$ cat config.mk
export PLATFORM = sky130hd
export DESIGN_NAME = ogm_clear
export DESIGN_NICKNAME = d
export VERILOG_FILES = /design/src/sv/ogm_pkg.sv /design/src/sv/ogm_clear.sv
export SDC_FILE = /design/constraint.sdc
export NUM_CORES = 1
export LEC_CHECK = 0
export BUFFER_PORTS_ARGS = -buffer_cell sky130_fd_sc_hd__buf_2
export CAP_MARGIN = 0
export CORE_UTILIZATION = 40
export DETAILED_ROUTE_END_ITERATION = 8
export HOLD_SLACK_MARGIN = 0.05
export SLEW_MARGIN = 20
export SYNTH_ARGS = -nofsm -noshare
export SYNTH_HDL_FRONTEND = slang
export SYNTH_SLANG_ARGS = --single-unit
$ cat constraint.sdc
create_clock -name clk -period 1.9 [get_ports clk]
set_clock_uncertainty 0.15 [all_clocks]
set_input_delay 0.19 -clock clk [delete_from_list [all_inputs] [get_ports clk]]
set_output_delay 0.19 -clock clk [all_outputs]
set_load 0.03 [all_outputs]
$ cat src/sv/ogm_pkg.sv
package ogm_pkg;

  localparam int DEF_GRID_WIDTH  = 256;
  localparam int DEF_GRID_HEIGHT = 256;

  localparam int VAL_W   = 14;
  localparam int COORD_W = 16;
  localparam int PCT_W   = 7;
  localparam int N_EDGES = 50;

  typedef enum logic [1:0] {
    OP_MISS = 2'd0,
    OP_HIT  = 2'd1,
    OP_READ = 2'd2
  } op_t;

  localparam logic [1:0] ST_UNKNOWN  = 2'd0;
  localparam logic [1:0] ST_FREE     = 2'd1;
  localparam logic [1:0] ST_OCCUPIED = 2'd2;

  localparam logic [2:0] REG_HIT_DELTA      = 3'd0;
  localparam logic [2:0] REG_MISS_DELTA     = 3'd1;
  localparam logic [2:0] REG_CLAMP_MIN      = 3'd2;
  localparam logic [2:0] REG_CLAMP_MAX      = 3'd3;
  localparam logic [2:0] REG_OCCUPIED_LEVEL = 3'd4;

  localparam logic signed [VAL_W-1:0] RST_HIT_DELTA      = 14'sd217;
  localparam logic signed [VAL_W-1:0] RST_MISS_DELTA     = -14'sd104;
  localparam logic signed [VAL_W-1:0] RST_CLAMP_MIN      = -14'sd510;
  localparam logic signed [VAL_W-1:0] RST_CLAMP_MAX      = 14'sd890;
  localparam logic signed [VAL_W-1:0] RST_OCCUPIED_LEVEL = 14'sd158;

  // Smallest log-odds value whose rounded percent reaches 51 + i.
  localparam logic signed [VAL_W-1:0] PCT_EDGE [N_EDGES] = '{
    14'sd6,    14'sd16,   14'sd26,   14'sd36,   14'sd47,
    14'sd57,   14'sd67,   14'sd78,   14'sd88,   14'sd99,
    14'sd110,  14'sd120,  14'sd131,  14'sd142,  14'sd153,
    14'sd165,  14'sd176,  14'sd188,  14'sd199,  14'sd211,
    14'sd224,  14'sd236,  14'sd249,  14'sd262,  14'sd275,
    14'sd289,  14'sd303,  14'sd317,  14'sd332,  14'sd347,
    14'sd363,  14'sd380,  14'sd397,  14'sd416,  14'sd435,
    14'sd455,  14'sd476,  14'sd499,  14'sd523,  14'sd549,
    14'sd578,  14'sd609,  14'sd644,  14'sd683,  14'sd729,
    14'sd783,  14'sd850,  14'sd938,  14'sd1072, 14'sd1356
  };

  typedef struct packed {
    logic                    known;
    logic signed [VAL_W-1:0] value;
  } cell_t;

  typedef struct packed {
    logic signed [VAL_W-1:0] hit_delta;
    logic signed [VAL_W-1:0] miss_delta;
    logic signed [VAL_W-1:0] clamp_min;
    logic signed [VAL_W-1:0] clamp_max;
    logic signed [VAL_W-1:0] occupied_level;
  } cfg_t;

  typedef struct packed {
    logic                    valid;
    logic                    in_range;
    logic                    known;
    logic [1:0]              status;
    logic signed [VAL_W-1:0] value;
  } res_t;

endpackage

$ cat src/sv/ogm_clear.sv
module ogm_clear
  import ogm_pkg::*;
#(
  parameter int DEPTH = DEF_GRID_WIDTH * DEF_GRID_HEIGHT,
  parameter int AW    = (DEPTH > 1) ? $clog2(DEPTH) : 1
) (
  input  logic          clk,
  input  logic          rst_n,
  output logic          busy,
  output logic [AW-1:0] addr
);

  logic          busy_r, busy_nxt;
  logic [AW-1:0] addr_r, addr_nxt;

  always_comb begin
    busy_nxt = busy_r;
    addr_nxt = addr_r;
    if (busy_r) begin
      if (addr_r == AW'(DEPTH - 1)) begin
        busy_nxt = 1'b0;
      end else begin
        addr_nxt = addr_r + AW'(1);
      end
    end
  end

  always_ff @(posedge clk) begin
    if (!rst_n) begin
      busy_r <= 1'b1;
      addr_r <= '0;
    end else begin
      busy_r <= busy_nxt;
      addr_r <= addr_nxt;
    end
  end

  assign busy = busy_r;
  assign addr = addr_r;

endmodule

==> reports/metrics.yaml <==
run_status:
  status: "finished, final reports clean"
power:
  power_uw: 597
  peakVddDrop_mv: 0.450
  leakagePower_uw: 0.000436
  swShare: 0.243
  pwr-share-clk: 0.323
  power.internal_uw: 452
  p_seq_frac: 0.609
  p_per_area_nw_per_um2: 545
  pwr-share-comb: 0.068
  p_switching_uw: 145
critical_path:
  slowest_delay_ns: 0.49
  path_class: "flip-flop to flip-flop"
  worstPathMaxFanout: 7
  critPathCaptureType: "flip-flop"
  worstSetupStartpointType: "flip-flop"
  slowest_stage: "or4b_4"
  cp_cell_sequence: "and4_1 -> or4b_4 -> or4_1 -> a21oi_1"
  critPathBufInv: 0
  required_ns: 1.98
  critPathArrivalTime_ns: 1.93
  cp_top_family: "simple AND/OR/NAND/NOR gates"
global_route:
  first_global_vias: 645
  grt_pass1_wl_um: 2950
  grt-ovfl-total: 0
  grt_max_degree: 13
  antenna_found_initial: 0
  grtUsageTotal: 0.191
job:
  maxCapViolations: 0
logic_synthesis:
  syn_inst: 95
  synth_warnings: 0
  synth.distinct_cells: 31
  ys_seq_area_frac: 0.410
  synth_top_area_share: 0.410
  synth_commonest_cells: "dfxtp_1 (17), a21oi_1 (10), nand2_1 (10)"
  synth.top_cells.by_area: "dfxtp_1 (41%), a21oi_1 (6.0%), nand2_1 (4.5%)"
  yosysTopAreaCell: "dfxtp_1"
  avgSynthCellArea_sq_um: 8.73
  synth_most_common_cell: "dfxtp_1"
  syn_area_sq_um: 830
  synthFlopType: "dfxtp_1"
  ys_seq_elements: 17
  synthesis.nets: 98
  async_flop_share: 0
  synth_enable_flop_cells: 0
clock_tree:
  cts_buffer_depth: 2
  clock-sinks: 17
  numCtsBuffers: 3
  cts_tree: "yes"
  insertion_delay_ns: 0.29
  clk_pin_slew_ns: 0.10
  root_buffer: "clkbuf_4"
  ctsResizeCount: 0
  htree_levels: 1
worst_hold_path:
  min_path_type: "flip-flop to flip-flop"
floorplan:
  io_pins: 19
  rows: 16
  fp.dieW_um: 47.5
  dieArea_sq_um: 2260
  initial_core_util: 0.423
  die_h_um: 47.5
  core_area_sq_um: 1960
timing:
  fmax_mhz: 539
  fin_crit_sh: 0.977
  slew_viol_final: 0
  tightest_slew_ns: 0.379
  setup_viol: 0
  hold_viol_final: 0
  period_needed_ns: 1.86
  rsz0062_at_grt: "true"
  slew_headroom: 0.746
  tns_ns: 0
routing:
  num_vias: 824
  avgRoutedWirePerCell_um: 12.8
  route.detailed.drc: 0
  drt_iter0_markers: 18
  via_per_inst: 5.49
  drt-total-wl_um: 1930
  drtPass1Iterations: 4
  ant_nets: 0
cells_and_area:
  fillCellCount: 203
  instances_no_fill: 150
  n_antenna_cell: 0
  multi_input_area_sq_um: 487
  nets: 127
  area_delta_synth_final_pct: 32.1
  seq_area_sq_um: 378
  layout-drive-gt1-share: 0.431
place:
  dp_cells: 143
  hpwl_um: 1390
  io_buffers: 18
  gp_congestion: 0.780
tightest hold or removal path: cells and delay by family, from the launching register on:
kind	cells	cell delay [ns]
AOI/OAI and AO/OA	2	0.11
DFF	1	0.35
worst paths after layout:
kind / start / end / slack (ns) / cells after the start
min reg2reg: addr[6] / addr[6] / 0.34 / 2
min: addr[6] / addr[6] / 0.34 / 2
max reg2reg: addr[2] / addr[13] / 0.04 / 4
max: addr[2] / addr[13] / 0.04 / 4
final cells by class:
type | instances | area share
inverters | 3 | 0.0103
repair buffers | 27 | 0.146
multi-input cells | 72 | 0.444
clock buffers | 4 | 0.0240
well taps | 27 | 0.0308
flip-flops and latches | 17 | 0.345
cell families after synthesis:
group,Yosys count,share of synthesized area
AND/OR/NAND/NOR,43,0.326
AO/OA/AOI/OAI,25,0.187
flip-flops,17,0.410
buffers and inverters,6,0.0287
XOR/XNOR,2,0.0211
multiplexers,1,0.0121
adder cells (fa/ha/maj),1,0.0151
cells in the final DEF, fill, tap and decap left out, types with 2 or more instances in the layout:
| master | count |
|---|---|
| nand4_1 | 2 |
| xor2_1 | 2 |
| nor3_1 | 2 |
| o21ai_0 | 4 |
| clkbuf_4 | 3 |
| nor2_1 | 4 |
| o211ai_1 | 2 |
| nand2_1 | 10 |
| dfxtp_2 | 9 |
| o41ai_1 | 2 |
| nand2b_1 | 2 |
| nand3_1 | 6 |
| dfxtp_4 | 7 |
| inv_1 | 3 |
| a21oi_1 | 10 |
| buf_2 | 18 |
| or4_1 | 4 |
| buf_4 | 8 |
| or3_1 | 3 |
| o31ai_1 | 5 |
flip-flops by register name, indices dropped and copies added, names as in the netlist:
name,cells
busy,1
addr,16
per-stage QoR:
step | utilization | hold slack (ns) | area [sq um] | setup slack, ns
finish | 0.559 | 0.342 | 1100 | 0.0442
global route | 0.559 | 0.381 | 1100 | -0.0136
CTS | 0.551 | 0.349 | 1080 | 0.0195
detailed placement | 0.533 | 0.307 | 1040 | 0.0391
global placement | 0.533 | 0.306 | 1040 | 0.0878
floorplan | - | 0.306 | 888 | 0.00716
layer usage:
| layer | track usage | wire length, um |
|---|---|---|
| met1 | 0.268 | 947 |
| met2 | 0.279 | 860 |
| met3 | 0.0226 | 70 |
| met4 | 0.117 | 49 |
| met5 | 0 | 0 |
power groups by stage:
| stage | combinational, uW | clock [uW] | sequential [uW] |
|---|---|---|---|
| after global routing | 45.3 | 218 | 365 |
| after detailed placement | 38.7 | 0 | 372 |
| after floorplan | 15.9 | 0 | 382 |
| after CTS | 40.5 | 204 | 364 |
| after global placement | 38.4 | 0 | 372 |
| final | 40.4 | 193 | 364 |
what timing repair did:
item                       4_1_cts  5_1_grt
hold endpoints to repair         1        0
hold buffers                     1        0
buffers inserted                 0        2
setup endpoints to repair        0        2
Power figures use the tool's default switching activity.
