<file path="config.mk">
export PLATFORM = sky130hd
export DESIGN_NAME = ogm_percent
export DESIGN_NICKNAME = d
export VERILOG_FILES = /design/src/sv/ogm_pkg.sv /design/src/sv/ogm_percent.sv
export SDC_FILE = /design/constraint.sdc
export NUM_CORES = 1
export LEC_CHECK = 0
export ABC_AREA = 1
export CORE_ASPECT_RATIO = 0.9
export CORE_UTILIZATION = 50
export DETAILED_ROUTE_END_ITERATION = 6
export DONT_BUFFER_PORTS = 1
export HOLD_SLACK_MARGIN = 0.12
export PLACE_DENSITY = 0.71
export SLEW_MARGIN = 0
export SYNTH_ARGS = -nofsm -noshare
export SYNTH_HDL_FRONTEND = slang
export SYNTH_SLANG_ARGS = --single-unit
</file>
<file path="constraint.sdc">
create_clock -name clk -period 7.5 [get_ports clk]
set_clock_uncertainty 0.2 [all_clocks]
set_input_delay 0.75 -clock clk [delete_from_list [all_inputs] [get_ports clk]]
set_output_delay 0.75 -clock clk [all_outputs]
set_load 0.05 [all_outputs]
</file>
<file path="src/sv/ogm_pkg.sv">
package ogm_pkg;

  localparam int DEF_GRID_WIDTH  = 256;
  localparam int DEF_GRID_HEIGHT = 256;

  localparam int VAL_W   = 14;
  localparam int COORD_W = 16;
  localparam int PCT_W   = 7;
  localparam int N_EDGES = 50;

  typedef enum logic [1:0] {
    OP_MISS = 2'd0,
    OP_HIT  = 2'd1,
    OP_READ = 2'd2
  } op_t;

  localparam logic [1:0] ST_UNKNOWN  = 2'd0;
  localparam logic [1:0] ST_FREE     = 2'd1;
  localparam logic [1:0] ST_OCCUPIED = 2'd2;

  localparam logic [2:0] REG_HIT_DELTA      = 3'd0;
  localparam logic [2:0] REG_MISS_DELTA     = 3'd1;
  localparam logic [2:0] REG_CLAMP_MIN      = 3'd2;
  localparam logic [2:0] REG_CLAMP_MAX      = 3'd3;
  localparam logic [2:0] REG_OCCUPIED_LEVEL = 3'd4;

  localparam logic signed [VAL_W-1:0] RST_HIT_DELTA      = 14'sd217;
  localparam logic signed [VAL_W-1:0] RST_MISS_DELTA     = -14'sd104;
  localparam logic signed [VAL_W-1:0] RST_CLAMP_MIN      = -14'sd510;
  localparam logic signed [VAL_W-1:0] RST_CLAMP_MAX      = 14'sd890;
  localparam logic signed [VAL_W-1:0] RST_OCCUPIED_LEVEL = 14'sd158;

  // Smallest log-odds value whose rounded percent reaches 51 + i.
  localparam logic signed [VAL_W-1:0] PCT_EDGE [N_EDGES] = '{
    14'sd6,    14'sd16,   14'sd26,   14'sd36,   14'sd47,
    14'sd57,   14'sd67,   14'sd78,   14'sd88,   14'sd99,
    14'sd110,  14'sd120,  14'sd131,  14'sd142,  14'sd153,
    14'sd165,  14'sd176,  14'sd188,  14'sd199,  14'sd211,
    14'sd224,  14'sd236,  14'sd249,  14'sd262,  14'sd275,
    14'sd289,  14'sd303,  14'sd317,  14'sd332,  14'sd347,
    14'sd363,  14'sd380,  14'sd397,  14'sd416,  14'sd435,
    14'sd455,  14'sd476,  14'sd499,  14'sd523,  14'sd549,
    14'sd578,  14'sd609,  14'sd644,  14'sd683,  14'sd729,
    14'sd783,  14'sd850,  14'sd938,  14'sd1072, 14'sd1356
  };

  typedef struct packed {
    logic                    known;
    logic signed [VAL_W-1:0] value;
  } cell_t;

  typedef struct packed {
    logic signed [VAL_W-1:0] hit_delta;
    logic signed [VAL_W-1:0] miss_delta;
    logic signed [VAL_W-1:0] clamp_min;
    logic signed [VAL_W-1:0] clamp_max;
    logic signed [VAL_W-1:0] occupied_level;
  } cfg_t;

  typedef struct packed {
    logic                    valid;
    logic                    in_range;
    logic                    known;
    logic [1:0]              status;
    logic signed [VAL_W-1:0] value;
  } res_t;

endpackage

</file>
<file path="src/sv/ogm_percent.sv">
module ogm_percent
  import ogm_pkg::*;
(
  input  logic             clk,
  input  logic             rst_n,
  input  logic             advance,
  input  res_t             res_in,
  output res_t             res_out,
  output logic [PCT_W-1:0] percent
);

  res_t                   res_r, res_nxt;
  logic [2*N_EDGES-1:0]   cmp_r, cmp_nxt;

  always_comb begin
    res_nxt = res_r;
    cmp_nxt = cmp_r;
    if (advance) begin
      res_nxt = res_in;
      for (int i = 0; i < N_EDGES; i++) begin
        cmp_nxt[2*i]   = res_in.known && (res_in.value >= PCT_EDGE[i]);
        cmp_nxt[2*i+1] = res_in.known && (res_in.value > -PCT_EDGE[i]);
      end
    end
  end

  always_ff @(posedge clk) begin
    if (!rst_n) begin
      res_r.valid <= 1'b0;
    end else begin
      res_r.valid <= res_nxt.valid;
    end
    res_r.in_range <= res_nxt.in_range;
    res_r.known    <= res_nxt.known;
    res_r.status   <= res_nxt.status;
    res_r.value    <= res_nxt.value;
    cmp_r          <= cmp_nxt;
  end

  assign res_out = res_r;
  assign percent = PCT_W'($countones(cmp_r));

endmodule

</file>
==> results.rst <==
.. list-table::
   :header-rows: 1

   * - Metric
     - Value
   * - Area share of the largest cell type after synthesis
     - 38.46%
   * - Num rows
     - 46
   * - Per-instance average area after synthesis
     - 8.701 µm²
   * - Half-perimeter wire length of the detailed placement result
     - 23.43 mm
   * - CTS tree
     - yes
   * - Cell with the most instances after synthesis
     - sky130_fd_sc_hd__nand2_1
   * - Via count of the first global-routing pass
     - 7477
   * - Final Hold Vio Count
     - 0
   * - Delay of the slowest cell on the worst path
     - 0.56 ns
   * - Antenna violations before repair
     - 0
   * - Maximum count of clock buffers along a single path
     - 2
   * - Share of post-route cells with drive strength above 1
     - 10.35%
   * - R2r endpoint
     - res_out[18]$_SDFFE_PN0P_
   * - Final Non-Filler Cells
     - 1313
   * - Starting DRT DRC Count
     - 1053
   * - Buffers plus inverters on the worst setup path
     - 9
   * - Full die area
     - 18970 µm²
   * - Number of buffers added by the clock tree synthesis step
     - 17
   * - Number of distinct library cells after synthesis
     - 37
   * - Yosys warning total
     - 0
   * - Hold/Removal Path Class
     - in -> reg
   * - Detail-routed net length per standard cell
     - 23.89 µm
   * - Setup violation total in the final timing report
     - 6
   * - Number of detailed-routing iterations run before antenna repair
     - 7
   * - Register bit count reported by yosys
     - 119
   * - Async set-reset flop share out of synthesis
     - 0%
   * - Beginning of the worst hold path
     - res_in[5]
   * - Number of flops mapped to enable cells by yosys
     - 118
   * - Worst relative slew slack
     - 20.13%
   * - Via/cell ratio
     - 5.778
   * - Residual overflow from global routing
     - 0
   * - Run status
     - complete, but fails checks
   * - Worst reg-to-reg path cell count
     - 2
   * - Min-Delay Path Depth
     - 0
   * - Global-route usage over all layers
     - 34.53%
   * - Final critical delay including setup and external delays
     - 7.625 ns
   * - Number of violations of the max-capacitance limit
     - 0
   * - Post-synth net total
     - 1188
   * - Arrival time worst endpoint
     - 6.67 ns
   * - Biggest area consumer among synthesized cells
     - sky130_fd_sc_hd__edfxtp_1
   * - Horizontal die dimension
     - 145.1 µm
   * - Period utilisation layout
     - 101.7%
   * - CP top delay family
     - adder cells
   * - Most numerous cell types in the synthesized netlist
     - 206 x sky130_fd_sc_hd__nand2_1, 200 x sky130_fd_sc_hd__inv_1, 128 x sky130_fd_sc_hd__nor2_1
   * - Die outline height
     - 130.8 µm
   * - Pin count of the biggest net entering global routing
     - 121
   * - Top cells by area, synth
     - sky130_fd_sc_hd__edfxtp_1 38%, sky130_fd_sc_hd__fa_1 19%, sky130_fd_sc_hd__nand2_1 8.4%
   * - Critical path class
     - reg -> out
   * - End point of the worst hold path
     - res_out[5]$_DFFE_PP_
   * - Clock insertion delay at the later pin of the skew report
     - 0.43 ns
   * - Routability congestion estimate
     - 1.042
   * - Final net count
     - 1188
   * - Boundary pin count
     - 48
   * - Area added between synthesis and finish
     - 9.410%
   * - Worst-path fanout max
     - 2
   * - Register-to-register setup slack
     - 6.31 ns
   * - Type of element capturing the critical path
     - output port
   * - Cell-by-cell trace of the critical path
     - fa_1, inv_2, fa_1, inv_2, fa_2, inv_1, fa_1, inv_1, fa_1, inv_1, fa_1, fa_1, fa_1, fa_1, inv_1, ha_2, inv_2, fa_2, inv_2, nand4_1, nand3_1, nand2_1, nand2_2, buf_12
   * - Worst endpoint required time
     - 6.55 ns
   * - CTS Root Buffer Type
     - sky130_fd_sc_hd__clkbuf_16
   * - Cell count after placement
     - 1275
   * - Overall routed net length
     - 31.37 mm
   * - Post-Synthesis Cell Area
     - 9214 µm²
   * - H-Tree Level Count
     - 4
   * - Count of buffers inserted at the top-level ports
     - 0
   * - Setup repair after global routing missed its margin
     - yes
   * - Routed via count
     - 7586
   * - Max Clk Rate
     - 131.2 MHz
   * - Core ar.
     - 17840 µm²
   * - Sinks on Clock Net
     - 119
   * - Worst r2r src
     - res_out[18]$_SDFFE_PN0P_
   * - Most frequently used flop master after synthesis
     - sky130_fd_sc_hd__edfxtp_1
   * - Initial core utilization
     - 51.64%
   * - Final worst-path setup slack
     - -0.1247 ns
   * - Final antenna-violating net count
     - 0
   * - Startpoint class of the critical path
     - flop
   * - Number of fill cells in the layout
     - 1645
   * - Slew Limit Fails
     - 0
   * - Share of the yosys chip area belonging to registers
     - 38.67%
   * - CP most frequent cell
     - sky130_fd_sc_hd__fa_1
   * - Master of the slowest instance on the critical path
     - sky130_fd_sc_hd__fa_1
   * - Instance count of the mapped netlist
     - 1059
   * - Worst-margin pin slew
     - 1.197 ns
   * - Global-route wire length before repair
     - 46.34 mm
   * - CTS clock-pin slew for the worst setup and hold paths
     - 0.06 ns
   * - DRC violations left
     - 1
   * - Violated checks
     - design-rule violations, negative setup slack
-- how the worst max path moves through the flow --
| stage | startpoint | slack (ns) | endpoint | cells after the start |
|---|---|---|---|---|
| floorplan | cmp_r[53]$_DFFE_PP_ | 0.01 | percent[4] | 21 |
| global placement | cmp_r[53]$_DFFE_PP_ | 0.30 | percent[3] | 20 |
| detailed placement | cmp_r[53]$_DFFE_PP_ | 0.22 | percent[6] | 24 |
| CTS | cmp_r[53]$_DFFE_PP_ | -0.17 | percent[6] | 24 |
| global route | cmp_r[53]$_DFFE_PP_ | -0.33 | percent[6] | 24 |
| finish | cmp_r[53]$_DFFE_PP_ | -0.12 | percent[6] | 24 |
-- routing by layer --
metal  global-route usage, %  part of all wire, %  vias up
met3                   7.500                  9.5       91
met1                   46.21                   42     3637
met2                   53.87                   44      490
li1                        -                    -     3368
met5                       0                    0        -
met4                   17.28                  4.7        0
-- cells in the final DEF (no fill, tap or decap), drive strengths merged --
cell type	instances
a31oi	5
edfxtp	118
and3	1
inv	211
clkinv	9
fa	88
o31ai	1
o21ai	43
nand3	61
and2	1
nor3	16
buf	11
dfxtp	1
o211ai	1
ha	19
nand2	216
xnor2	3
nand4	14
a211oi	4
a21oi	77
clkinvlp	5
xor2	1
nor2	144
diode	1
a21o	3
clkbuf	18
o21a	1
-- sequential cells by signal (all words and copies together), names as in the netlist --
signal   flops
res_out     19
cmp_r      100
-- cell families (layout without fill, tap and decap cells) --
logic type | Yosys count | after routing | share of synthesized area, %
AOI/OAI and AO/OA | 135 | 135 | 7.672
xor gates and xnor gates | 4 | 4 | 0.3803
adders and majority gates | 107 | 107 | 21.70
buffers and inverters | 241 | 254 | 10.28
DFF | 119 | 119 | 38.67
other | 0 | 1 | 0
and+or+nand+nor | 453 | 453 | 21.29
-- final cells by class --
type                       count  area [µm²]  share of cell area (%)
multi-input combinational    699        4785                   47.46
timing repair buffer          11       98.84                  0.9805
clock inverter                14       102.6                   1.018
tap                          240       300.3                   2.979
inverter                     211       799.5                   7.931
clock buffer                  18       429.2                   4.257
sequential                   119        3563                   35.35
antenna                        1       2.502                 0.02482
-- repair_timing --
action | CTS | global route
gates resized for setup | 15 | 17
setup endpoints to repair | 6 | 6
setup buffers | 1 | 4
hold buffers | 0 | 0
pin swaps | 10 | 13
-- worst register-to-register path, cell delays in order (launching register included) --
cell,delay [ns]
sky130_fd_sc_hd__dfxtp_1,0.63
sky130_fd_sc_hd__o21ai_0,0.17
sky130_fd_sc_hd__a21oi_1,0.13
-- metrics by stage --
step / hold WS [ns] / setup slack (ns) / utilization [%] / TNS (ns) / cell area, µm²
after global placement: 0.5694 / 0.3004 / 52.80 / 0 / 9420
after floorplan: 0.5535 / 0.01087 / - / 0 / 9214
after global routing: 0.1961 / -0.3281 / 56.49 / -1.431 / 10080
after detailed placement: 0.5902 / 0.2200 / 52.80 / 0 / 9420
final: 0.2093 / -0.1247 / 56.50 / -0.3560 / 10080
after CTS: 0.2051 / -0.1683 / 56.01 / -0.5632 / 9993
Power is left out: the tool's default activity adds up to more than one toggle a clock period on the data nets, which glitch-free logic cannot reach.
