--- config.mk ---
export PLATFORM = sky130hd
export DESIGN_NAME = ogm_update
export DESIGN_NICKNAME = d
export VERILOG_FILES = /design/src/sv/ogm_pkg.sv /design/src/sv/ogm_update.sv
export SDC_FILE = /design/constraint.sdc
export NUM_CORES = 1
export LEC_CHECK = 0
export ABC_AREA = 1
export BUFFER_PORTS_ARGS = -buffer_cell sky130_fd_sc_hd__buf_2
export CAP_MARGIN = 20
export CORE_MARGIN = 2
export CORE_UTILIZATION = 55
export CTS_BUF_LIST = sky130_fd_sc_hd__clkbuf_4
export CTS_CLUSTER_SIZE = 16
export DETAILED_ROUTE_END_ITERATION = 8
export PLACE_DENSITY = 0.8
export SETUP_SLACK_MARGIN = 0.5
export SYNTH_ARGS = -nofsm -noshare
export SYNTH_HDL_FRONTEND = slang
export SYNTH_SLANG_ARGS = --single-unit
--- constraint.sdc ---
create_clock -name clk -period 7.8 [get_ports clk]
set_clock_uncertainty 0.05 [all_clocks]
set_input_delay 0.78 -clock clk [delete_from_list [all_inputs] [get_ports clk]]
set_output_delay 0.78 -clock clk [all_outputs]
set_load 0.02 [all_outputs]
--- src/sv/ogm_pkg.sv ---
package ogm_pkg;

  localparam int DEF_GRID_WIDTH  = 256;
  localparam int DEF_GRID_HEIGHT = 256;

  localparam int VAL_W   = 14;
  localparam int COORD_W = 16;
  localparam int PCT_W   = 7;
  localparam int N_EDGES = 50;

  typedef enum logic [1:0] {
    OP_MISS = 2'd0,
    OP_HIT  = 2'd1,
    OP_READ = 2'd2
  } op_t;

  localparam logic [1:0] ST_UNKNOWN  = 2'd0;
  localparam logic [1:0] ST_FREE     = 2'd1;
  localparam logic [1:0] ST_OCCUPIED = 2'd2;

  localparam logic [2:0] REG_HIT_DELTA      = 3'd0;
  localparam logic [2:0] REG_MISS_DELTA     = 3'd1;
  localparam logic [2:0] REG_CLAMP_MIN      = 3'd2;
  localparam logic [2:0] REG_CLAMP_MAX      = 3'd3;
  localparam logic [2:0] REG_OCCUPIED_LEVEL = 3'd4;

  localparam logic signed [VAL_W-1:0] RST_HIT_DELTA      = 14'sd217;
  localparam logic signed [VAL_W-1:0] RST_MISS_DELTA     = -14'sd104;
  localparam logic signed [VAL_W-1:0] RST_CLAMP_MIN      = -14'sd510;
  localparam logic signed [VAL_W-1:0] RST_CLAMP_MAX      = 14'sd890;
  localparam logic signed [VAL_W-1:0] RST_OCCUPIED_LEVEL = 14'sd158;

  // Smallest log-odds value whose rounded percent reaches 51 + i.
  localparam logic signed [VAL_W-1:0] PCT_EDGE [N_EDGES] = '{
    14'sd6,    14'sd16,   14'sd26,   14'sd36,   14'sd47,
    14'sd57,   14'sd67,   14'sd78,   14'sd88,   14'sd99,
    14'sd110,  14'sd120,  14'sd131,  14'sd142,  14'sd153,
    14'sd165,  14'sd176,  14'sd188,  14'sd199,  14'sd211,
    14'sd224,  14'sd236,  14'sd249,  14'sd262,  14'sd275,
    14'sd289,  14'sd303,  14'sd317,  14'sd332,  14'sd347,
    14'sd363,  14'sd380,  14'sd397,  14'sd416,  14'sd435,
    14'sd455,  14'sd476,  14'sd499,  14'sd523,  14'sd549,
    14'sd578,  14'sd609,  14'sd644,  14'sd683,  14'sd729,
    14'sd783,  14'sd850,  14'sd938,  14'sd1072, 14'sd1356
  };

  typedef struct packed {
    logic                    known;
    logic signed [VAL_W-1:0] value;
  } cell_t;

  typedef struct packed {
    logic signed [VAL_W-1:0] hit_delta;
    logic signed [VAL_W-1:0] miss_delta;
    logic signed [VAL_W-1:0] clamp_min;
    logic signed [VAL_W-1:0] clamp_max;
    logic signed [VAL_W-1:0] occupied_level;
  } cfg_t;

  typedef struct packed {
    logic                    valid;
    logic                    in_range;
    logic                    known;
    logic [1:0]              status;
    logic signed [VAL_W-1:0] value;
  } res_t;

endpackage

--- src/sv/ogm_update.sv ---
module ogm_update
  import ogm_pkg::*;
#(
  parameter int AW = 16
) (
  input  logic          clk,
  input  logic          rst_n,
  input  logic          advance,
  input  logic          load,
  input  logic [1:0]    in_op,
  input  logic          in_range,
  input  logic [AW-1:0] in_addr,
  input  cell_t         rd_data,
  input  cfg_t          cfg,
  output logic          wr_en,
  output logic [AW-1:0] wr_addr,
  output cell_t         wr_data,
  output res_t          res
);

  logic          valid_r, valid_nxt;
  logic [1:0]    op_r, op_nxt;
  logic          range_r, range_nxt;
  logic [AW-1:0] addr_r, addr_nxt;

  logic          fwd_valid_r, fwd_valid_nxt;
  logic [AW-1:0] fwd_addr_r, fwd_addr_nxt;
  cell_t         fwd_data_r, fwd_data_nxt;

  cell_t                   cur;
  logic                    is_upd;
  logic signed [VAL_W-1:0] base;
  logic signed [VAL_W-1:0] delta;
  logic signed [VAL_W:0]   sum;
  logic signed [VAL_W:0]   lo_clamped;
  logic signed [VAL_W-1:0] new_value;
  logic                    do_write;

  always_comb begin
    cur = rd_data;
    if (fwd_valid_r && (fwd_addr_r == addr_r)) begin
      cur = fwd_data_r;
    end
    is_upd = (op_r == OP_MISS) || (op_r == OP_HIT);
    base   = cur.known ? cur.value : '0;
    delta  = (op_r == OP_HIT) ? cfg.hit_delta : cfg.miss_delta;
    sum    = $signed({base[VAL_W-1], base}) + $signed({delta[VAL_W-1], delta});
    lo_clamped = sum;
    if (sum < $signed({cfg.clamp_min[VAL_W-1], cfg.clamp_min})) begin
      lo_clamped = $signed({cfg.clamp_min[VAL_W-1], cfg.clamp_min});
    end
    if (lo_clamped > $signed({cfg.clamp_max[VAL_W-1], cfg.clamp_max})) begin
      new_value = cfg.clamp_max;
    end else begin
      new_value = lo_clamped[VAL_W-1:0];
    end
    do_write = valid_r && range_r && is_upd;
  end

  always_comb begin
    res.valid    = valid_r;
    res.in_range = range_r;
    res.known    = range_r && (is_upd || cur.known);
    res.value    = '0;
    res.status   = ST_UNKNOWN;
    if (res.known) begin
      res.value  = is_upd ? new_value : cur.value;
      res.status = (res.value >= cfg.occupied_level) ? ST_OCCUPIED : ST_FREE;
    end
  end

  always_comb begin
    valid_nxt     = valid_r;
    op_nxt        = op_r;
    range_nxt     = range_r;
    addr_nxt      = addr_r;
    fwd_valid_nxt = fwd_valid_r;
    fwd_addr_nxt  = fwd_addr_r;
    fwd_data_nxt  = fwd_data_r;
    if (advance) begin
      valid_nxt     = load;
      op_nxt        = in_op;
      range_nxt     = in_range;
      addr_nxt      = in_addr;
      fwd_valid_nxt = do_write;
      fwd_addr_nxt  = addr_r;
      fwd_data_nxt  = '{known: 1'b1, value: new_value};
    end
  end

  always_ff @(posedge clk) begin
    if (!rst_n) begin
      valid_r     <= 1'b0;
      fwd_valid_r <= 1'b0;
    end else begin
      valid_r     <= valid_nxt;
      fwd_valid_r <= fwd_valid_nxt;
    end
    op_r       <= op_nxt;
    range_r    <= range_nxt;
    addr_r     <= addr_nxt;
    fwd_addr_r <= fwd_addr_nxt;
    fwd_data_r <= fwd_data_nxt;
  end

  assign wr_en   = do_write && advance;
  assign wr_addr = addr_r;
  assign wr_data = '{known: 1'b1, value: new_value};

endmodule

==> results of run 1 <==
==> cells by family after synthesis <==
kind of cell	after synthesis	share of synthesized area, %
adders and majority gates	58	13.3
DFF	51	27.4
AOI/OAI and AO/OA	47	4.42
xor gates and xnor gates	14	2.22
and+or+nand+nor	409	37.5
muxes	14	2.86
other	1	0.0680
buffers and inverters	161	12.2
==> repair_timing <==
action | CTS
setup endpoints to repair | 21
hold buffers | 0
pin swaps | 63
resized for setup | 159
setup buffers | 54
hold endpoints to repair | 0
cloned | 3
==> metrics by stage <==
stage | setup TNS [ns] | hold WS (ns) | cell area (µm²) | util [%]
2_1_floorplan | 0 | 0.415 | 5600 | -
3_3_place_gp | -0.394 | 0.417 | 7040 | 72.0
3_5_place_dp | -0.632 | 0.421 | 7040 | 72.0
4_1_cts | -0.634 | 0.454 | 8280 | 84.7
==> per-layer routing <==
layer | overflow | track usage, %
met3 | 1 | 56.5
met4 | 45 | 89.5
met1 | 1 | 73.6
met5 | 0 | 1.43
met2 | 49 | 96.7
==> results.ini, run 1 <==
[floorplan]
ios = 159
rows = 36
die_w_um = 104
start_util_pct = 56.4
die_y_um = 104

[yosys]
synth_edf_count = 49
ys_warn_count = 0
synth_top_area_share_pct = 26.7
synth_fp_nets = 921
synth_cell_types = 38
synth_ff_type = edfxtp_1
ys_ff_latch = 51
syn_avg_cell_area_um2 = 7.31
synthCells = 755
synth_area_um2 = 5520
synth_seq_area_share_pct = 27.4
yosysMostFrequentCell = nand2_1
yosys-top-cells-area = edfxtp_1 27%, ha_1 13%, nand2_1 12%, inv_1 9.3%, nand3_1 6.7%
synth_top_cell_by_area = edfxtp_1
yosys-top-cells-count = 177 x nand2_1, 137 x inv_1, 74 x nand3_1
async_reset_ff_share_pct = 0

[clock_network]
clkSinkCount = 51
h-tree-depth = 2
cts_buffers = 5
root_buffer = clkbuf_4
ctsLongestPathBuffers = 2

[placed_design]
gp_congestion = 0.981
portBuffers = 157
dp.cells = 1106
pre_cts_ws_ns = -0.336
dp.final_hpwl_um = 14300

[sta]
crit_endpoint = res[15]
worst_endpoint_kind = top-level output

[grt]
antenna_found_initial = 1
grt_remaining_overflow = 96
grt.total_usage_pct = 76.7
grt_max_degree = 53

[run_status]
status = did not finish
stop_stage = 5_1_grt
error = [ERROR GRT-0232] Routing congestion too high. Check the congestion heatmap in the GUI.

==> run 2, diff against run 1 <==
--- a/config.mk
+++ b/config.mk
@@ -9,12 +9,9 @@
 export BUFFER_PORTS_ARGS = -buffer_cell sky130_fd_sc_hd__buf_2
 export CAP_MARGIN = 20
 export CORE_MARGIN = 2
-export CORE_UTILIZATION = 55
-export CTS_BUF_LIST = sky130_fd_sc_hd__clkbuf_4
-export CTS_CLUSTER_SIZE = 16
+export CORE_UTILIZATION = 40
 export DETAILED_ROUTE_END_ITERATION = 8
-export PLACE_DENSITY = 0.8
-export SETUP_SLACK_MARGIN = 0.5
+export PLACE_DENSITY_LB_ADDON = 0.15
 export SYNTH_ARGS = -nofsm -noshare
 export SYNTH_HDL_FRONTEND = slang
 export SYNTH_SLANG_ARGS = --single-unit
==> results.ini, run 2 <==
[cells_and_area]
nets = 1235
stdcell_count = 1246
drive_above_1_share_pct = 55.1
final_cell_mix = 153 x buf_2, 146 x buf_4, 132 x nand2_1
final_common_cell = buf_2
diodes = 0
synthToLayoutAreaGrowth_pct = 66.7
fill_cells = 1108

[yosys]
async_reset_ff_share_pct = 0  ; unchanged
synth_seq_area_share_pct = 27.4  ; unchanged
ys_warn_count = 0  ; unchanged
synth_area_um2 = 5520  ; unchanged
synth_fp_nets = 921  ; unchanged
synth_top_cell_by_area = edfxtp_1
yosys-top-cells-area = edfxtp_1 27%, ha_1 13%, nand2_1 12%, inv_1 9.3%, nand3_1 6.7%
synthCells = 755  ; unchanged
ys_ff_latch = 51  ; unchanged
synth_top_area_share_pct = 26.7  ; unchanged
yosys-top-cells-count = 177 x nand2_1, 137 x inv_1, 74 x nand3_1
synth_ff_type = edfxtp_1
synth_cell_types = 38  ; unchanged
yosysMostFrequentCell = nand2_1
syn_avg_cell_area_um2 = 7.31  ; unchanged
synth_edf_count = 49  ; unchanged

[sta]
max_slew_margin_pct = 23.8
fmax_mhz = 122
setup_viol = 2
worst_slew_pin_slew_ns = 1.14
setup_ws_ns = -0.394
drv_slew = 0
rsz0062_at_grt = yes
finalCriticalPeriod_ns = 8.19
final.setup.tns_ns = -0.745
period_share_pct = 105
finalHoldViolations = 0
fin_hold_ws_ns = 0.440

[clock_network]
h-tree-depth = 2  ; unchanged
cts_buffers = 5  ; unchanged
clk_latency_ns = 0.30
clkSinkCount = 51  ; unchanged
postCtsHoldBufs = 0  ; unchanged
ctsLongestPathBuffers = 2  ; unchanged
root_buffer = clkbuf_16
cts_tree = built
clk_pin_slew_ns = 0.07

[grt]
grt_remaining_overflow = 0
antenna_found_initial = 0
grt_max_degree = 53
grt_pass1_wl_um = 29300
grt.total_usage_pct = 25.4
first_global_vias = 5957

[floorplan]
dieArea_um2 = 14700
die_w_um = 121  ; +17%
start_util_pct = 41.3  ; -15 points
rows = 42  ; +17%
die_y_um = 121  ; +17%
core_area_um2 = 13300
ios = 159  ; unchanged

[placed_design]
gp_congestion = 0.903  ; -7.9%
dp.cells = 1190  ; +7.6%
dp.final_hpwl_um = 14600  ; +2.4%
portBuffers = 157  ; unchanged

[routing]
topRoutingLayerUsed = met4
viasPerCell = 5.05
routedWlPerCell_um = 16.2
wirelength_um = 20100
drtIter0Drc = 336
detail-route-antenna-nets = 0
met2WireLength_um = 10600
drt-pass1-iter-count = 5
wl_met1_um = 7760
drc = 0
met3WireLength_um = 971
vias = 6294

[run_status]
violations = setup timing
status = finished, violations left

[setup_path]
r2r_cells = 39
cp_slowest_cell = edfxtp_1
max_stage_delay_ns = 0.44
critPathCaptureType = output port
crit_family = simple AND/OR/NAND/NOR gates
crit_required_ns = 6.97
criticalPathCategory = register to output port
start_kind = register
rr_startpoint = wr_addr[12]
path_max_fanout = 6
reg2reg_slack_ns = 1.67
r2r_end = fwd_data_r[0]
crit_top_cell = nand2_1
path_buf_inv = 9
worstPathArrival_ns = 7.36

[min_path]
holdPathEnd = fwd_addr_r[0]
min_from = wr_addr[0]
hold_depth = 0
worstHoldPathType = register to register

[power_and_ir_drop]
powerDensity_nw_per_um2 = 288
power_leakage_nw = 4.71
ir_worst_vdd_v = 0.000178

[run]
drv_cap = 0

run 2: report_power, final:
part | switching, mW | leakage [nW] | internal, mW | total [mW]
Clock | 0.105 | 0.0717 | 0.121 | 0.226
Combinational | 1.09 | 4.14 | 0.938 | 2.03
Sequential | 0.0237 | 0.497 | 0.375 | 0.399
Total | 1.22 | 4.71 | 1.43 | 2.65
run 2: timing repair:
item                       in CTS  in global routing
setup endpoints to repair       2                  4
resized for setup             133                130
pin swaps                      86                 89
buffers inserted               40                 17
gates cloned                    2                  2
run 2: cells by family (layout without fill, tap and decap cells):
group           after synthesis  in the layout  synth area share [%]
flops                        51             51                  27.4
simple gates                409            410                  37.5
mux                          14             14                  2.86
other cells                   1              1                0.0680
xor+xnor                     14             14                  2.22
buf+inv                     161            475                  12.2
fa+ha+maj                    58             58                  13.3
compound gates               47             47                  4.42
run 2: how the worst max path moves through the flow:
stage,slack (ns),endpoint,from,depth (start not counted)
after floorplan,0.27,res[15],wr_addr[14],52
after global placement,-0.36,res[15],wr_addr[4],51
after detailed placement,-0.44,res[15],wr_addr[4],52
after CTS,-0.20,res[15],fwd_addr_r[8],55
after global routing,-0.83,res[15],wr_addr[12],49
final,-0.39,res[15],wr_addr[12],50
run 2: layout make-up:
| type | count | area, µm² | share of cell area [%] |
|---|---|---|---|
| inverter | 143 | 542 | 5.89 |
| tap | 176 | 220 | 2.39 |
| multi-input combinational | 544 | 4530 | 49.3 |
| timing repair buffer | 324 | 2240 | 24.4 |
| clock buffer | 5 | 125 | 1.36 |
| clock inverter | 3 | 23.8 | 0.259 |
| sequential | 51 | 1510 | 16.4 |
run 2: routing by layer:
metal	track usage, %	vias up
li1	-	3086
met1	30.2	2943
met2	47.9	212
met3	2.44	53
met4	7.76	0
met5	0	-
run 2: worst register-to-register path, delay by kind of cell, from the launching register on:
family / cells / cell delay [ns]
adders and majority gates: 4 / 1.08
DFF: 1 / 0.44
AOI/OAI and AO/OA: 4 / 0.56
and+or+nand+nor: 22 / 2.48
xor gates and xnor gates: 2 / 0.33
buffers and inverters: 7 / 0.93
run 2: through the flow:
stage | total power [mW] | worst slack, ns | utilization, % | area [µm²]
3_5_place_dp | 1.79 | -0.442 | 54.8 | 7310
3_3_place_gp | 1.78 | -0.358 | 54.8 | 7310
6_report | 2.65 | -0.394 | 68.9 | 9200
4_1_cts | 2.38 | -0.202 | 63.4 | 8460
5_1_grt | 2.81 | -0.831 | 68.9 | 9200
2_1_floorplan | 1.21 | 0.268 | - | 5520
Note: power is estimated with default switching activity, not from simulation.
==> run 3, diff against run 2 <==
--- a/config.mk
+++ b/config.mk
@@ -15,3 +15,4 @@
 export SYNTH_ARGS = -nofsm -noshare
 export SYNTH_HDL_FRONTEND = slang
 export SYNTH_SLANG_ARGS = --single-unit
+export TNS_END_PERCENT = 10
==> results.ini, run 3 (synthesis results as in run 2) <==
[setup_path]
crit_top_cell = buf_4
critPathCaptureType = output port
crit_required_ns = 6.97  ; about the same
worstPathArrival_ns = 7.38  ; +0.02 ns
start_kind = register
criticalPathCategory = register to output port
max_stage_delay_ns = 0.44  ; about the same
cp_slowest_cell = edfxtp_1
path_max_fanout = 7  ; +1

[placed_design]
pre_cts_ws_ns = -0.442  ; unchanged
gp_congestion = 0.903  ; unchanged
portBuffers = 157  ; unchanged
dp.final_hpwl_um = 14600  ; unchanged

[clock_network]
clk_pin_slew_ns = 0.07  ; about the same
ctsLongestPathBuffers = 2  ; unchanged
root_buffer = clkbuf_16
cts_buffers = 5  ; unchanged
postCtsHoldBufs = 0  ; unchanged
cts_tree = built
clk_latency_ns = 0.30  ; about the same
clkSinkCount = 51  ; unchanged
h-tree-depth = 2  ; unchanged

[sta]
worst_slew_pin_slew_ns = 1.17  ; +0.0244 ns
setup_ws_ns = -0.413  ; -0.0195 ns
finalHoldViolations = 0  ; unchanged
drv_slew = 0  ; unchanged
max_slew_margin_pct = 22.1  ; -1.6 points
fmax_mhz = 122  ; -0.24%
rsz0062_at_grt = yes
fin_hold_ws_ns = 0.430  ; -0.0105 ns
period_share_pct = 105  ; +0.25 points
finalCriticalPeriod_ns = 8.21  ; +0.0195 ns
setup_viol = 4  ; +2

[cells_and_area]
nets = 1243  ; +0.65%
diodes = 0  ; unchanged
regArea_um2 = 1510  ; unchanged
synthToLayoutAreaGrowth_pct = 69.4
drive_above_1_share_pct = 57.6  ; +2.5 points
final_common_cell = buf_4
multiInputGateArea_um2 = 4620  ; +1.9%
fill_cells = 1067  ; -3.7%
final_cell_mix = 156 x buf_4, 153 x buf_2, 123 x inv_1

[power_and_ir_drop]
pwr-share-comb_pct = 76.7  ; +0.3 points
ir_worst_vdd_v = 0.000188  ; +5.6%
power_frac_seq_pct = 14.9  ; -0.2 points
p_sw_share_pct = 45.6  ; -0.28 points
power_leakage_nw = 4.79  ; +1.6%
powerDensity_nw_per_um2 = 287  ; -0.51%
p_clk_share_pct = 8.4  ; about the same
p_sw_mw = 1.22  ; +0.46%
internal-power_mw = 1.46  ; +1.6%

[grt]
first_global_vias = 5952  ; -0.084%
grt_pass1_wl_um = 29300  ; -0.24%
grt_max_degree = 53  ; unchanged
grt.total_usage_pct = 25.4  ; -0.040 points
grt_remaining_overflow = 0  ; unchanged
antenna_found_initial = 0  ; unchanged

[floorplan]
ios = 159  ; unchanged
rows = 42  ; unchanged
die_w_um = 121  ; unchanged
dieArea_um2 = 14700  ; unchanged
start_util_pct = 41.3  ; unchanged
core_area_um2 = 13300  ; unchanged
die_y_um = 121  ; unchanged

[run_status]
violations = setup timing
status = finished, violations left

[routing]
wirelength_um = 20400  ; +1.1%
viasPerCell = 5.02  ; -0.69%
vias = 6291  ; -0.048%
detail-route-antenna-nets = 0  ; unchanged
drtIter0Drc = 333  ; -0.89%
drc = 0  ; unchanged
routedWlPerCell_um = 16.2  ; +0.45%
drt-pass1-iter-count = 5  ; unchanged

[run]
drv_cap = 0  ; unchanged

[min_path]
worstHoldPathType = register to register

run 3: area by class of cell:
cell class	instances	area share, %
Tap cell	176	2.36
Multi-Input combinational cell	544	49.4
Clock buffer	5	1.34
Timing Repair Buffer	332	24.7
Clock inverter	3	0.254
Inverter	143	5.77
Sequential cell	51	16.2
run 3: path summary, 6_finish.rpt:
kind | start | cells past startpoint | slack, ns | end
min | wr_addr[0] | 0 | 0.43 | fwd_addr_r[0]
max | wr_addr[12] | 53 | -0.41 | res[5]
max reg2reg | wr_addr[12] | 42 | 1.72 | fwd_data_r[0]
min reg2reg | wr_addr[0] | 0 | 0.43 | fwd_addr_r[0]
run 3: power groups by stage:
stage | Combinational, mW | Sequential, mW | Clock [mW]
5_1_grt | 2.19 | 0.403 | 0.238
4_1_cts | 1.75 | 0.398 | 0.228
3_3_place_gp | 1.38 | 0.403 | 0
3_5_place_dp | 1.38 | 0.404 | 0
2_1_floorplan | 0.811 | 0.404 | 0
6_report | 2.05 | 0.399 | 0.226
run 3: metal layers:
| layer | track usage (%) | wire length (µm) | vias to the layer above |
|---|---|---|---|
| li1 | - | - | 3098 |
| met1 | 30.0 | 7670 | 2926 |
| met2 | 48.1 | 10900 | 213 |
| met3 | 2.44 | 1070 | 54 |
| met4 | 7.47 | 756 | 0 |
| met5 | 0 | 0 | - |
run 3: timing repair:
action	CTS	global route
gates cloned	2	2
pin swaps	85	92
resized for setup	129	155
setup endpoints to repair	2	4
setup buffers	40	13
run 3: through the flow:
stage / std cells / util (%) / area [µm²] / setup TNS [ns] / power [mW]
floorplan: 755 / - / 5520 / 0 / 1.21
global placement: 1190 / 54.8 / 7310 / -0.675 / 1.78
detailed placement: 1190 / 54.8 / 7310 / -0.840 / 1.79
CTS: 1239 / 63.3 / 8450 / -0.659 / 2.38
global route: 1254 / 70.0 / 9340 / -2.86 / 2.84
finish: 1254 / 70.0 / 9340 / -1.37 / 2.68
run 3: worst max-delay path, delay by kind of cell (launching register included):
kind / cells / cell delay, ns
buf+inv: 17 / 2.07
simple gates: 27 / 2.79
fa+ha+maj: 3 / 0.76
flops: 1 / 0.44
xor+xnor: 2 / 0.39
compound gates: 4 / 0.63
==> run 4, diff against run 3 <==
--- a/config.mk
+++ b/config.mk
@@ -12,6 +12,8 @@
 export CORE_UTILIZATION = 40
 export DETAILED_ROUTE_END_ITERATION = 8
 export PLACE_DENSITY_LB_ADDON = 0.15
+export SETUP_SLACK_MARGIN = 0.3
+export SLEW_MARGIN = 40
 export SYNTH_ARGS = -nofsm -noshare
 export SYNTH_HDL_FRONTEND = slang
 export SYNTH_SLANG_ARGS = --single-unit
==> constraint.sdc (replaced) <==
create_clock -name clk -period 7.8 [get_ports clk]
set_clock_uncertainty 0.05 [all_clocks]
set_input_delay 0.78 -clock clk [delete_from_list [all_inputs] [get_ports clk]]
set_output_delay 0.78 -clock clk [all_outputs]
set_load 0.01 [all_outputs]
==> results.ini, run 4 (synthesis results as in run 2) <==
[placed_design]
gp_congestion = 0.912  ; +0.97%
pre_cts_ws_ns = -0.387  ; +0.0552 ns
post_dp_cell_area_um2 = 7270  ; -0.51%
portBuffers = 157  ; unchanged
dp.cells = 1184  ; -0.50%
dp.final_hpwl_um = 14500  ; -0.96%

[clock_network]
cts_tree = built
clk_pin_slew_ns = 0.07  ; about the same
clkSinkCount = 51  ; unchanged
h-tree-depth = 2  ; unchanged
cts_buffers = 5  ; unchanged
postCtsHoldBufs = 0  ; unchanged
clk_latency_ns = 0.29  ; about the same
ctsLongestPathBuffers = 2  ; unchanged
root_buffer = clkbuf_16

[min_path]
hold_depth = 0  ; unchanged
worstHoldPathType = register to register
min_from = wr_addr[0]

[cells_and_area]
drive_above_1_share_pct = 44.4  ; -13 points
multiInputGateArea_um2 = 3750  ; -19%
synthToLayoutAreaGrowth_pct = 46.2
nets = 1204  ; -3.1%
fill_cells = 1275  ; +19%
final_cell_mix = 159 x nand2_1, 157 x buf_2, 134 x inv_1
final_core_util_pct = 60.4  ; -9.6 points
regArea_um2 = 1510  ; unchanged
diodes = 0  ; unchanged
final_common_cell = nand2_1
stdcell_count = 1215  ; -3.1%
final_area_um2 = 8060  ; -14%

[power_and_ir_drop]
power_frac_seq_pct = 18.8  ; +3.9 points
internal-power_mw = 1.20  ; -18%
p_clk_share_pct = 10.5  ; +2.1 points
powerDensity_nw_per_um2 = 264  ; -7.8%
pwr-share-comb_pct = 70.7  ; -6.0 points
power_leakage_nw = 4.41  ; -7.8%
ir_worst_vdd_v = 0.000130  ; -31%
p_sw_share_pct = 43.7  ; -1.9 points
p_sw_mw = 0.931  ; -24%

[floorplan]
die_w_um = 121  ; unchanged
core_area_um2 = 13300  ; unchanged
ios = 159  ; unchanged
die_y_um = 121  ; unchanged
start_util_pct = 41.3  ; unchanged
rows = 42  ; unchanged
dieArea_um2 = 14700  ; unchanged

[run_status]
violations = setup timing
status = finished, violations left

[setup_path]
cp_slowest_cell = edfxtp_1
criticalPathCategory = register to output port
path_max_fanout = 14  ; +7
start_kind = register
worstPathArrival_ns = 7.19  ; -0.19 ns
r2r_cells = 38  ; -9.5%
critPathCaptureType = output port
max_stage_delay_ns = 0.43  ; about the same
crit_required_ns = 6.97  ; about the same
crit_path_start = wr_addr[2]
crit_top_cell = buf_4
rr_startpoint = wr_addr[2]

[grt]
grt.total_usage_pct = 23.4  ; -2.0 points
antenna_found_initial = 0  ; unchanged
grt_pass1_wl_um = 27100  ; -7.6%
grt_max_degree = 53  ; unchanged
first_global_vias = 5541  ; -6.9%
grt_remaining_overflow = 0  ; unchanged

[routing]
routedWlPerCell_um = 14.4  ; -12%
drt-pass1-iter-count = 5  ; unchanged
vias = 5859  ; -6.9%
drc = 0  ; unchanged
detail-route-antenna-nets = 0  ; unchanged
viasPerCell = 4.82  ; -3.9%
wirelength_um = 17500  ; -14%
drtIter0Drc = 346  ; +3.9%

[sta]
worst_slew_pin_slew_ns = 0.670  ; -0.498 ns
period_share_pct = 103  ; -2.4 points
max_slew_margin_pct = 55.3  ; +33 points
fmax_mhz = 125  ; +2.4%
finalCriticalPeriod_ns = 8.02  ; -0.190 ns
fin_hold_ws_ns = 0.442  ; +0.0126 ns
setup_viol = 3  ; -1
setup_ws_ns = -0.223  ; +0.190 ns
rsz0062_at_grt = yes
drv_slew = 0  ; unchanged
finalHoldViolations = 0  ; unchanged

[run]
drv_cap = 0  ; unchanged

-- run 4: changes by cell type in the layout (fill, tap and decap cells not counted), moves of 17 or more --
cell	previous run	this run
ha_1	22	51
ha_4	33	5
nand2_2	52	30
nand3_4	19	2
buf_4	156	125
nand2_1	122	159
-- run 4: worst max-delay path: cells and delay by family, from the launching register on --
kind	cells	cell delay, ns
AND/OR/NAND/NOR	25	2.74
buffers and inverters	16	2.03
adder cells (fa/ha/maj)	4	0.98
flip-flops	1	0.43
XOR/XNOR	2	0.39
AO/OA/AOI/OAI	2	0.32
-- run 4: metal layers --
| layer | track usage [%] | routed length (µm) |
|---|---|---|
| met4 | 7.33 | 422 |
| met2 | 43.0 | 8840 |
| met3 | 2.16 | 725 |
| met1 | 28.6 | 7470 |
| met5 | 0 | 0 |
-- run 4: power by group through the flow --
stage                     clock, mW  sequential [mW]  combinational, mW
after floorplan                   0            0.398              0.743
after global routing          0.238            0.404               1.66
final                         0.223            0.400               1.51
after detailed placement          0            0.405               1.31
after CTS                     0.227            0.400               1.45
after global placement            0            0.404               1.30
-- run 4: timing repair --
| item | in CTS | in global routing |
|---|---|---|
| buffers inserted | 17 | 3 |
| hold endpoints to repair | 0 | 0 |
| setup endpoints to repair | 2 | 17 |
| resized for setup | 62 | 42 |
| pin swaps | 23 | 25 |
| cloned | 3 | 0 |
-- run 4: worst paths after layout --
check | to | slack (ns)
max | res[13] | -0.22
min | fwd_addr_r[0] | 0.44
max reg2reg | fwd_data_r[0] | 1.88
min reg2reg | fwd_addr_r[0] | 0.44
-- run 4: metrics by stage --
step                      TNS, ns  total power, mW
final                      -0.569             2.13
after global routing        -2.11             2.30
after CTS                  -0.732             2.07
after detailed placement   -0.732             1.71
after global placement     -0.621             1.71
after floorplan                 0             1.14
-- run 4: layout make-up --
class	count	share of cell area [%]
tap	176	2.73
sequential	51	18.7
clock inverter	3	0.295
multi-input combinational	544	46.6
clock buffer	5	1.55
inverter	143	6.66
timing repair buffer	293	23.4
